==> src/design/pic_pkg.sv <==
package pic_pkg;

  localparam int DEF_NUM_SOURCES   = 32;
  localparam int DEF_PRIORITY_BITS = 3;

  // Item kinds on the input channel. Code 3 is a no-op.
  localparam logic [1:0] OP_READ  = 2'd0;
  localparam logic [1:0] OP_WRITE = 2'd1;
  localparam logic [1:0] OP_EVENT = 2'd2;

  // Register map (byte offsets).
  localparam logic [21:0] PEND_BASE   = 22'h001000;
  localparam logic [21:0] ENAB_BASE   = 22'h002000;
  localparam logic [21:0] THRESH_ADDR = 22'h200000;
  localparam logic [21:0] CLAIM_ADDR  = 22'h200004;

  typedef struct packed {
    logic [1:0]  opcode;
    logic [21:0] address;
    logic [31:0] write_data;
    logic [4:0]  source_id;
  } in_beat_t;

  typedef struct packed {
    logic [31:0] read_data;
    logic        irq_out;
  } out_beat_t;

  // Finished result offered by the engine to the output register.
  typedef struct packed {
    logic      valid;
    out_beat_t beat;
  } res_t;

endpackage

==> src/design/pic_src_ram.sv <==
module pic_src_ram #(
  parameter int DEPTH = 32,
  parameter int WIDTH = 6
) (
  input  logic                     clk,
  input  logic [$clog2(DEPTH)-1:0] rd_addr,
  output logic [WIDTH-1:0]         rd_data,
  input  logic                     wr_en,
  input  logic [$clog2(DEPTH)-1:0] wr_addr,
  input  logic [WIDTH-1:0]         wr_data
);

  logic [WIDTH-1:0] mem [DEPTH];

  always_ff @(posedge clk) begin
    if (wr_en) begin
      mem[wr_addr] <= wr_data;
    end
  end

  always_ff @(posedge clk) begin
    rd_data <= mem[rd_addr];
  end

endmodule

==> src/design/pic_engine.sv <==
module pic_engine import pic_pkg::*; #(
  parameter int NUM_SOURCES   = DEF_NUM_SOURCES,
  parameter int PRIORITY_BITS = DEF_PRIORITY_BITS
) (
  input  logic                           clk,
  input  logic                           rst,
  input  logic                           in_valid,
  output logic                           in_stall,
  input  in_beat_t                       in_beat,
  output res_t                           res,
  input  logic                           take,
  output logic [$clog2(NUM_SOURCES)-1:0] ram_rd_addr,
  input  logic [PRIORITY_BITS+2:0]       ram_rd_data,
  output logic                           ram_we,
  output logic [$clog2(NUM_SOURCES)-1:0] ram_wr_addr,
  output logic [PRIORITY_BITS+2:0]       ram_wr_data
);

  localparam int IW = $clog2(NUM_SOURCES);
  localparam int PB = PRIORITY_BITS;
  localparam int WC = (NUM_SOURCES + 31) / 32;
  localparam logic [21:0] PEND_END = PEND_BASE + 22'(4 * WC);
  localparam logic [21:0] ENAB_END = ENAB_BASE + 22'(4 * WC);
  localparam logic [IW:0] CNT_END  = (IW+1)'(NUM_SOURCES);
  localparam logic [IW:0] CNT_LAST = (IW+1)'(NUM_SOURCES - 1);

  typedef enum logic [2:0] {S_CLEAR, S_IDLE, S_SWEEP, S_CLAIM, S_DONE} state_t;

  state_t         state;
  logic [IW:0]    cnt;
  logic           proc_vld;
  logic [IW-1:0]  proc_idx;
  in_beat_t       item;
  logic [PB-1:0]  thr;
  logic [IW-1:0]  best_id;
  logic [PB-1:0]  best_prio;
  logic [1:0]     qcount;
  logic [31:0]    rdata;
  logic           irq;

  // Decode of the held item, and of a threshold write on the input beat.
  logic          is_rd, is_wr, is_ev;
  logic          prio_hit, pend_hit, enab_hit, claim_hit;
  logic [9:0]    prio_id;
  logic [4:0]    word_k;
  logic          claim_rd;
  logic          thr_wr_in;

  // Entry under modification.
  logic [10:0]   jx;
  logic [4:0]    j_word, j_bit;
  logic          j_nz;
  logic [PB-1:0] e_prio, n_prio;
  logic          e_pend, e_en, e_ins, n_pend, n_en, n_ins;
  logic          qual, better;
  logic [31:0]   rdata_next;

  always_comb begin
    is_rd     = item.opcode == OP_READ;
    is_wr     = item.opcode == OP_WRITE;
    is_ev     = item.opcode == OP_EVENT;
    prio_hit  = item.address < PEND_BASE;
    pend_hit  = (item.address >= PEND_BASE) && (item.address < PEND_END);
    enab_hit  = (item.address >= ENAB_BASE) && (item.address < ENAB_END);
    claim_hit = item.address == CLAIM_ADDR;
    prio_id   = item.address[11:2];
    word_k    = item.address[6:2];
    claim_rd  = is_rd && claim_hit;
    thr_wr_in = (in_beat.opcode == OP_WRITE) &&
                ({in_beat.address[21:2], 2'b00} == THRESH_ADDR);
  end

  always_comb begin
    jx     = 11'(proc_idx);
    j_word = jx[9:5];
    j_bit  = jx[4:0];
    j_nz   = proc_idx != '0;
    e_prio = ram_rd_data[PB+2:3];
    e_pend = ram_rd_data[2];
    e_en   = ram_rd_data[1];
    e_ins  = ram_rd_data[0];
    n_prio = e_prio;
    n_pend = e_pend;
    n_en   = e_en;
    n_ins  = e_ins;
    rdata_next = rdata;
    if (is_wr && prio_hit && j_nz && (prio_id == jx[9:0])) begin
      n_prio = item.write_data[PB-1:0];
    end
    if (is_wr && enab_hit && (j_word == word_k)) begin
      n_en = j_nz & item.write_data[j_bit];
    end
    if (is_wr && claim_hit && j_nz && e_en && (item.write_data == 32'(proc_idx))) begin
      n_ins = 1'b0;
    end
    if (is_ev && j_nz && (11'(item.source_id) == jx) && !e_pend && !e_ins) begin
      n_pend = 1'b1;
    end
    if (is_rd && prio_hit && (prio_id == jx[9:0])) begin
      rdata_next = 32'(e_prio);
    end
    if (is_rd && pend_hit && (j_word == word_k)) begin
      rdata_next[j_bit] = e_pend;
    end
    if (is_rd && enab_hit && (j_word == word_k)) begin
      rdata_next[j_bit] = e_en;
    end
    qual   = n_pend && n_en && (n_prio > thr);
    better = qual && (n_prio > best_prio);
  end

  // Memory ports: clearing pass, sweep write-back, claim write-back.
  always_comb begin
    ram_rd_addr = cnt[IW-1:0];
    ram_we      = 1'b0;
    ram_wr_addr = cnt[IW-1:0];
    ram_wr_data = '0;
    unique case (state)
      S_CLEAR: begin
        ram_we = 1'b1;
      end
      S_SWEEP: begin
        ram_we      = proc_vld;
        ram_wr_addr = proc_idx;
        ram_wr_data = {n_prio, n_pend, n_en, n_ins};
      end
      S_CLAIM: begin
        ram_we      = claim_rd && (qcount != 2'd0);
        ram_wr_addr = best_id;
        ram_wr_data = {best_prio, 1'b0, 1'b1, 1'b1};
      end
      default: begin
      end
    endcase
  end

  assign in_stall       = state != S_IDLE;
  assign res.valid      = state == S_DONE;
  assign res.beat       = '{read_data: rdata, irq_out: irq};

  always_ff @(posedge clk) begin
    if (rst) begin
      state    <= S_CLEAR;
      cnt      <= '0;
      proc_vld <= 1'b0;
      thr      <= '0;
    end else begin
      unique case (state)
        S_CLEAR: begin
          cnt <= cnt + 1'b1;
          if (cnt == CNT_LAST) begin
            state <= S_IDLE;
          end
        end
        S_IDLE: begin
          if (in_valid) begin
            item <= '{opcode:     in_beat.opcode,
                      address:    {in_beat.address[21:2], 2'b00},
                      write_data: in_beat.write_data,
                      source_id:  in_beat.source_id};
            if (thr_wr_in) begin
              thr <= in_beat.write_data[PB-1:0];
            end
            rdata <= (in_beat.opcode == OP_READ &&
                      {in_beat.address[21:2], 2'b00} == THRESH_ADDR) ? 32'(thr) : '0;
            cnt       <= '0;
            proc_vld  <= 1'b0;
            best_id   <= '0;
            best_prio <= '0;
            qcount    <= 2'd0;
            state     <= S_SWEEP;
          end
        end
        S_SWEEP: begin
          if (cnt != CNT_END) begin
            cnt <= cnt + 1'b1;
          end
          proc_vld <= cnt != CNT_END;
          proc_idx <= cnt[IW-1:0];
          if (proc_vld) begin
            rdata <= rdata_next;
            if (qual && qcount != 2'd2) begin
              qcount <= qcount + 2'd1;
            end
            if (better) begin
              best_id   <= proc_idx;
              best_prio <= n_prio;
            end
            if (cnt == CNT_END) begin
              state <= S_CLAIM;
            end
          end
        end
        S_CLAIM: begin
          if (claim_rd) begin
            rdata <= 32'(best_id);
            irq   <= qcount == 2'd2;
          end else begin
            irq   <= qcount != 2'd0;
          end
          state <= S_DONE;
        end
        S_DONE: begin
          if (take) begin
            state <= S_IDLE;
          end
        end
        default: begin
          state <= S_CLEAR;
        end
      endcase
    end
  end

  a_wb_matches_read: assert property (@(posedge clk) disable iff (rst)
    (state == S_SWEEP && proc_vld) |-> proc_idx == $past(ram_rd_addr))
    else $error("sweep write-back address does not follow the read");

  a_cnt_bound: assert property (@(posedge clk) disable iff (rst)
    (state == S_SWEEP) |=> cnt <= CNT_END)
    else $error("sweep counter ran past the last source");

  a_claim_wb: assert property (@(posedge clk) disable iff (rst)
    (state == S_CLAIM && ram_we) |-> (best_id != '0 && claim_rd))
    else $error("claim write-back without a claimed source");

  a_done_hold: assert property (@(posedge clk) disable iff (rst)
    (state == S_DONE && !take) |=> (state == S_DONE && $stable(rdata) && $stable(irq)))
    else $error("offered result changed before it was taken");

endmodule

==> src/design/platform_interrupt_controller_core.sv <==
// Single-context platform interrupt controller.
// The input channel (in_valid, in_stall, in_beat) carries one beat per bus
// read, bus write or source event; the output channel (out_valid, out_stall,
// out_beat) returns exactly one beat per input beat, in order, holding the
// read data (the claimed id for a claim read, zero for writes and events)
// and the interrupt line as it stands after that item.
// All per-source state (priority, pending, enable, in-service) lives in one
// synchronous memory of NUM_SOURCES entries. Every item is served by one
// sweep over that memory, an entry read, modified and written back each
// cycle, while the best qualifying source is tracked on the fly. A closing
// step after the sweep settles the interrupt line and, for a claim read,
// writes the claimed entry back.
// With the output register free, out_valid rises at the edge at which the
// engine goes idle, and the engine takes the next beat in the cycle after.
// Items are served one at a time: no new beat is taken until the memory
// sweep and the closing step for the previous item are done.
// A new item is accepted as soon as the previous result has moved into the
// output register, even if the receiver is still stalling it. If the output
// register is still full when a result is ready, the engine waits for it.
// After reset the block clears every memory entry with in_stall high,
// then accepts items.
module platform_interrupt_controller_core import pic_pkg::*; #(
  parameter int NUM_SOURCES   = DEF_NUM_SOURCES,
  parameter int PRIORITY_BITS = DEF_PRIORITY_BITS
) (
  input  logic      clk,
  input  logic      rst,
  input  logic      in_valid,
  output logic      in_stall,
  input  in_beat_t  in_beat,
  output logic      out_valid,
  input  logic      out_stall,
  output out_beat_t out_beat
);

  localparam int IW = $clog2(NUM_SOURCES);
  localparam int EW = PRIORITY_BITS + 3;

  res_t          res;
  logic          take;
  logic [IW-1:0] ram_rd_addr;
  logic [EW-1:0] ram_rd_data;
  logic          ram_we;
  logic [IW-1:0] ram_wr_addr;
  logic [EW-1:0] ram_wr_data;

  pic_engine #(
    .NUM_SOURCES  (NUM_SOURCES),
    .PRIORITY_BITS(PRIORITY_BITS)
  ) u_engine (
    .clk        (clk),
    .rst        (rst),
    .in_valid   (in_valid),
    .in_stall   (in_stall),
    .in_beat    (in_beat),
    .res        (res),
    .take       (take),
    .ram_rd_addr(ram_rd_addr),
    .ram_rd_data(ram_rd_data),
    .ram_we     (ram_we),
    .ram_wr_addr(ram_wr_addr),
    .ram_wr_data(ram_wr_data)
  );

  pic_src_ram #(
    .DEPTH(NUM_SOURCES),
    .WIDTH(EW)
  ) u_src_ram (
    .clk    (clk),
    .rd_addr(ram_rd_addr),
    .rd_data(ram_rd_data),
    .wr_en  (ram_we),
    .wr_addr(ram_wr_addr),
    .wr_data(ram_wr_data)
  );

  // The output register is free when empty or when its beat leaves now.
  assign take = !out_valid || !out_stall;

  always_ff @(posedge clk) begin
    if (rst) begin
      out_valid <= 1'b0;
    end else if (res.valid && take) begin
      out_valid <= 1'b1;
    end else if (!out_stall) begin
      out_valid <= 1'b0;
    end
  end

  always_ff @(posedge clk) begin
    if (res.valid && take) begin
      out_beat <= res.beat;
    end
  end

endmodule

==> config.mk <==
export PLATFORM = sky130hd
export DESIGN_NAME = platform_interrupt_controller_core
export DESIGN_NICKNAME = d
export VERILOG_FILES = /design/src/design/pic_pkg.sv /design/src/design/pic_src_ram.sv /design/src/design/pic_engine.sv /design/src/design/platform_interrupt_controller_core.sv
export SDC_FILE = /design/constraint.sdc
export NUM_CORES = 1
export LEC_CHECK = 0
export BUFFER_PORTS_ARGS = -buffer_cell sky130_fd_sc_hd__buf_2
export CORE_UTILIZATION = 50
export CTS_CLUSTER_DIAMETER = 150
export DETAILED_ROUTE_END_ITERATION = 10
export PLACE_DENSITY = 0.71
export RECOVER_POWER = 100
export SYNTH_ARGS = -nofsm -noshare
export SYNTH_HDL_FRONTEND = slang
export SYNTH_HIERARCHICAL = 1
export SYNTH_SLANG_ARGS = --single-unit
==> constraint.sdc <==
create_clock -name clk -period 9.2 [get_ports clk]
set_input_delay 1.38 -clock clk [delete_from_list [all_inputs] [get_ports clk]]
set_output_delay 1.38 -clock clk [all_outputs]
set_load 0.005 [all_outputs]
**Yosys cells after proc, flatten, opt, wreduce, memory -nomap -nowiden**

Memory sizes are Yosys's and may differ from the RTL's. A register that Yosys moved wholly into a read port is not among the register bits.
Index checks and enable logic that the tools add are counted.

- $add $sub $neg: 2
- Magnitude comparators: 9
- Equal/unequal tests: 28
- Multiplexer cells: 49
- Bitwise operators: 2
- Reduce and logical (&&, ||, !) cells: 55

Operator list:

| operator | count |
|---|---|
| 32-bit two-way mux | 6 |
| 32-bit case mux with 3 select lines | 1 |
| 32-bit bitwise mux | 2 |
| 22-bit by 13-bit < comparator with 1-bit output, second input constant | 2 |
| 20-bit equality test, second input constant | 2 |
| 32-bit by 5-bit equality test with 1-bit output | 1 |
| 1-bit logical AND | 31 |
| 3-bit two-way mux | 10 |
| 22-bit by 13-bit greater-or-equal comparator with 1-bit output, second input constant | 1 |
| 22-bit by 14-bit greater-or-equal comparator with 1-bit output, second input constant | 1 |
| 22-bit by 14-bit < comparator with 1-bit output, second input constant | 1 |
| 5-bit case mux with 2 select lines | 2 |
| 5-bit AND reduction | 4 |
| 2-bit by 1-bit inequality test with 1-bit output, second input constant | 9 |
| 6-bit case mux with 3 select lines | 1 |
| 5-bit two-way mux | 3 |
| 3-bit case mux with 5 select lines | 1 |
| 6-bit two-way mux | 2 |
| 6-bit case mux with 2 select lines | 1 |
| 1-bit two-way mux | 11 |
| 10-bit by 5-bit equality test with 1-bit output | 1 |
| 3-bit AND reduction | 3 |
| 6-bit by 1-bit adder with 6-bit output, second input constant | 1 |
| 3-bit by 2-bit equality test with 1-bit output, second input constant | 2 |
| 32 further kinds | 46 |

- Register bits: 154
- Memory bits (writable): 192
- Output and inout bits: 35
- Logic and storage cells: 163
- Memories kept: 1

Memories:

| name | depth | bits a word | rd ports | clocked after Yosys merged registers in | write ports | line | source |
|---|---|---|---|---|---|---|---|
| u_src_ram.mem | 32 | 6 | 1 | 1 | 1 | pic_src_ram.sv:13 | `logic [WIDTH-1:0] mem [DEPTH];` |

**Longest topological paths before layout**

- Depth after elaboration: 12
- Depth in mapped cells: 13
- Gate-level depth less buffers: 12

**Cells and area by module**

Netlist, hierarchy kept.

Modules (own cells, without submodules):

| module | instances | cells an instance | area an instance (µm²) | seq. area each (µm²) |
|---|---|---|---|---|
| pic_src_ram | 1 | 323 | 7589.8 | 5885.6 |
| pic_engine | 1 | 512 | 6064.6 | 3473.3 |
| platform_interrupt_controller_core | 1 | 38 | 1029.7 | 1011.0 |

**Worst setup path after synthesis**

No wires, ideal clock.

- Path kind: input to register
- From: in rst
- To: reg u_engine.rdata[0] (enable)
- Setup time: 0.470 ns
- Data arrival time: 4.087 ns
- Required time: 8.730 ns
- Slack: 4.643 ns
- Stages on the path: 2
- Path buffers: 0
- Cells stage by stage: or2_2 a211oi_1

- Word-level cells in the longest chain between the ends: 2

Ends and longest elaborated chain:

| what | line | source |
|---|---|---|
| start, declared | platform_interrupt_controller_core.sv:27 | `input logic rst,` |
| 1-bit inverter (no source line) | - |  |
| 5-bit AND reduction (no source line) | - |  |
| end signal, assigned | pic_engine.sv:164 | `rdata <= (in_beat.opcode == OP_READ &&` |
| end signal, assigned | pic_engine.sv:181 | `rdata <= rdata_next;` |
| end signal, assigned | pic_engine.sv:196 | `rdata <= 32'(best_id);` |
| end, declared | pic_engine.sv:38 | `logic [31:0] rdata;` |

Every way passes these cells.
A chain may end at the register's enable or synchronous reset.

**Worst setup path in the final report**

- From: reg u_engine.cnt[0]
- To: mem u_src_ram.mem[15][4] (enable)

- Word-level cells in the longest chain between the ends: 1

Ends and longest elaborated chain:

| what | line | source |
|---|---|---|
| start, declared | pic_engine.sv:30 | `logic [IW:0] cnt;` |
| start signal, assigned | pic_engine.sv:150 | `cnt <= cnt + 1'b1;` |
| start signal, assigned | pic_engine.sv:176 | `cnt <= cnt + 1'b1;` |
| 5-bit case mux with 2 select lines | pic_engine.sv:118 | `unique case (state)` |
| named net ram_wr_addr[0] | platform_interrupt_controller_core.sv:44 | `logic [IW-1:0] ram_wr_addr;` |
| end, declared | pic_src_ram.sv:13 |  |

The timed path passes the listed nets, and every way through them passes these cells.

==> metrics.txt <==
number of instances resized during post-cts repair=0; count of cells along the worst register-to-register path=5; power density over the cells=198 mW/mm²; FP Rows=62; WP data required=9.35 ns; Final Max Tran Viols=368; met1 GRT Util=0.315; number of max-cap violations=9; transition time at the pin with the least slew margin=4.38 ns; vias per std cell=5.92; met3 track demand over resource in global routing=0.0353; total routing resource utilization after global routing=0.209; maximum resistive drop on vdd=183 µV; die height=173 µm; FMAX=186 MHz; setup repair after global routing missed its margin=false; Critical Path Max Stage Delay=3.08 ns; clk_lat worst skew=0.53 ns; Static Leak=4.90 nW; sequential element share of the synthesized area=0.706; Die Area=0.0301 mm²; Detailed Route WL=31.0 mm; total negative setup slack=0 ns; instance count along the most critical hold path=0; average routed wire per standard cell=22.3 µm; number of detailed-route iterations in the first pass=8; number of clock buffers inserted by TritonCTS=37; endpoints failing hold=0; initial core utilization=0.510; fraction of final layout cells with drive strength greater than 1=0.205; buffer count from post-CTS setup fixing=0; CTS H-Tree Depth=2; detailed-placement wirelength estimate=20.3 mm; Avg Inst Size Synth=16.8 µm²; Layout Utilization=0.575; Ys Warns=6; root buf cell=sky130_fd_sc_hd__clkbuf_16; Tmin final=5.37 ns; pin count of the biggest net entering global routing=60; total number of vias=8216; outcome=finished, violations left; post-synthesis cell area=0.0147 mm²; antenna violations before repair=0; violations in the final reports=max-capacitance violations, max-slew violations; global-route wire length before repair=47.5 mm; Reg2Reg Capture Point=u_src_ram/mem[15][4]; number of unique standard cell types used by synthesis=62; number of nets in the finished design=1053; quantity of I/O buffers inserted on ports=97; highest net fanout along the worst path=52; I/O pin total=100; HP Class=flop to flop; Setup Crit Path Kind=flop to flop; primary flip-flop cell chosen by synthesis mapping=sky130_fd_sc_hd__edfxtp_1; CP Cell Sequence=clkbuf_1, nand2_1, o21ai_0, nand3_1, nor2_1; number of global-route vias before repair=8054; final design instance area without fill=0.0165 mm²; leading cell types in the layout, fill and taps excluded=sky130_fd_sc_hd__edfxtp_1 (332), sky130_fd_sc_hd__nor2_1 (70), sky130_fd_sc_hd__buf_2 (64); synthesis-to-layout area growth=12.6%; count of antenna-violating nets left after detailed routing=0; hold path startpoint=u_engine/irq; number of diodes added for antenna fixing=0; category of the worst setup path capture point=flop; number of enable flip-flop cells after synthesis=332; most crowded layer after global routing=met1; number of DRC markers in iteration 0=1014; global route overflow=0; CTS Buffer Depth=3; worst rel slew slack=-1.92; post-synthesis async set-or-reset flop share=0; DRC violation count after routing=0; worst hold-check slack=0.440 ns; beginning of the worst register-to-register path=u_engine/cnt[0]; standard cell with the maximum stage delay on the critical path=sky130_fd_sc_hd__clkbuf_1; element type at the critical path start=flop; total placed instance area=0.0155 mm²; fillers=2200; Final Setup Violations=0; worst endpoint data arrival time=5.52 ns; total nets after synthesis=948; clock tree from TritonCTS=yes; RD Place Congestion=0.869; slack of the worst reg-to-reg path=3.83 ns; most common library cell in the layout ignoring fill and taps=sky130_fd_sc_hd__edfxtp_1; clock edge transition at the registers on the reported setup and hold paths=0.06 ns; count of mapped cells out of synthesis=873; global-route met2 utilization=0.315; part of the cycle the worst path needs=0.584; core region area=0.0288 mm²; clock skew=0.0193 ns; Sinks on Clock Net=352; total of flip-flops plus latches after synthesis=352; Hold Path Sink=out_beat[0]; hold buffer count at cts=0; horizontal die dimension=173 µm
## cells by family after synthesis
kind of cell,synth area share
compound gates,0.0549
xor+xnor,0.0119
fa+ha+maj,0.00852
buf+inv,0.0240
flops,0.706
mux,0.119
simple gates,0.0754
## per-stage QoR
stage | setup WS (ns) | cells | power [mW]
after floorplan | 4.64 | 873 | 1.87
after global placement | 4.60 | 1323 | 1.92
after detailed placement | 4.52 | 1323 | 1.92
after CTS | 4.48 | 1389 | 3.31
after global routing | 3.08 | 1389 | 3.37
final | 3.83 | 1389 | 3.28
## registers in the layout, summed over array words and instances (netlist names)
name / cells
u_src_ram/mem: 192
u_engine/item: 59
out_beat: 33
u_engine/rdata: 32
u_engine/cnt: 6
u_src_ram/rd_data: 6
u_engine/best_id: 5
u_engine/j_bit: 5
u_engine/best_prio: 3
u_engine/state: 3
u_engine/thr: 3
u_engine/qcount: 2
out_valid: 1
u_engine/irq: 1
u_engine/proc_vld: 1
## worst max-delay path, delay by kind of cell, from the launching register on
family	cells	cell delay, ns
buf+inv	1	3.08
simple gates	3	1.22
flops	1	0.37
compound gates	1	0.31
## report_power, final
part	internal [mW]	total, mW	switching, mW
Clock	0.802	1.39	0.589
Combinational	0.0623	0.131	0.0688
Sequential	1.75	1.76	0.0110
Total	2.61	3.28	0.668
## worst max-delay path by stage
stage,cells past startpoint,slack [ns],end,from
3_5_place_dp,12,4.52,u_engine/best_id[0],u_engine/item[48]
2_1_floorplan,2,4.64,u_engine/rdata[0],rst
4_1_cts,12,4.48,u_engine/best_prio[0],u_engine/item[48]
5_1_grt,5,3.08,u_src_ram/mem[1][1],u_engine/cnt[0]
6_report,5,3.83,u_src_ram/mem[15][4],u_engine/cnt[0]
3_3_place_gp,12,4.60,u_engine/best_id[1],u_engine/j_bit[1]
## cells in the mapped netlist (all sizes together) (2+ instances only)
| library cell | n | area, µm² |
|---|---|---|
| a22oi | 5 | 37.5 |
| ha | 10 | 125 |
| dfxtp | 20 | 400 |
| buf | 27 | 206 |
| or3b | 5 | 43.8 |
| xor2 | 17 | 149 |
| nand2b | 5 | 31.3 |
| a21oi | 14 | 73.8 |
| o31ai | 3 | 22.5 |
| mux2 | 9 | 101 |
| o221ai | 2 | 17.5 |
| and3 | 2 | 12.5 |
| mux4 | 62 | 1400 |
| nand3 | 11 | 65.1 |
| a31oi | 5 | 31.3 |
| mux2i | 25 | 250 |
| or4 | 4 | 37.5 |
| nor4b | 4 | 50.1 |
| a211oi | 2 | 15.0 |
| a21o | 3 | 22.5 |
| o21ai | 46 | 230 |
| nor3 | 10 | 50.1 |
| nor4 | 17 | 106 |
| or2 | 2 | 12.5 |
| nand2 | 31 | 121 |
| and2 | 9 | 58.8 |
| edfxtp | 332 | 9970 |
| clkbuf | 18 | 67.6 |
| inv | 21 | 78.8 |
| nand3b | 11 | 93.8 |
| or3 | 6 | 37.5 |
| xnor2 | 3 | 26.3 |
| o22ai | 5 | 31.3 |
| nor2 | 70 | 263 |
| o211ai | 30 | 225 |
| nor2b | 3 | 18.8 |
| o311ai | 3 | 26.3 |
| nand4 | 10 | 77.6 |
## area by class of cell
cell class | count | area, µm² | share of cell area
sequential | 352 | 10400 | 0.627
multi-input combinational | 455 | 3980 | 0.241
clock buffer | 48 | 967 | 0.0585
timing repair buffer | 111 | 504 | 0.0305
tap | 384 | 480 | 0.0291
clock inverter | 18 | 153 | 0.00923
inverter | 21 | 78.8 | 0.00477
## per-layer routing
| metal | up-vias | wire [µm] |
|---|---|---|
| met2 | 376 | 14500 |
| met3 | 42 | 2450 |
| met4 | 0 | 540 |
| met5 | - | 0 |
| li1 | 3697 | - |
| met1 | 4101 | 13500 |
Note: power is estimated with default switching activity, not from simulation.
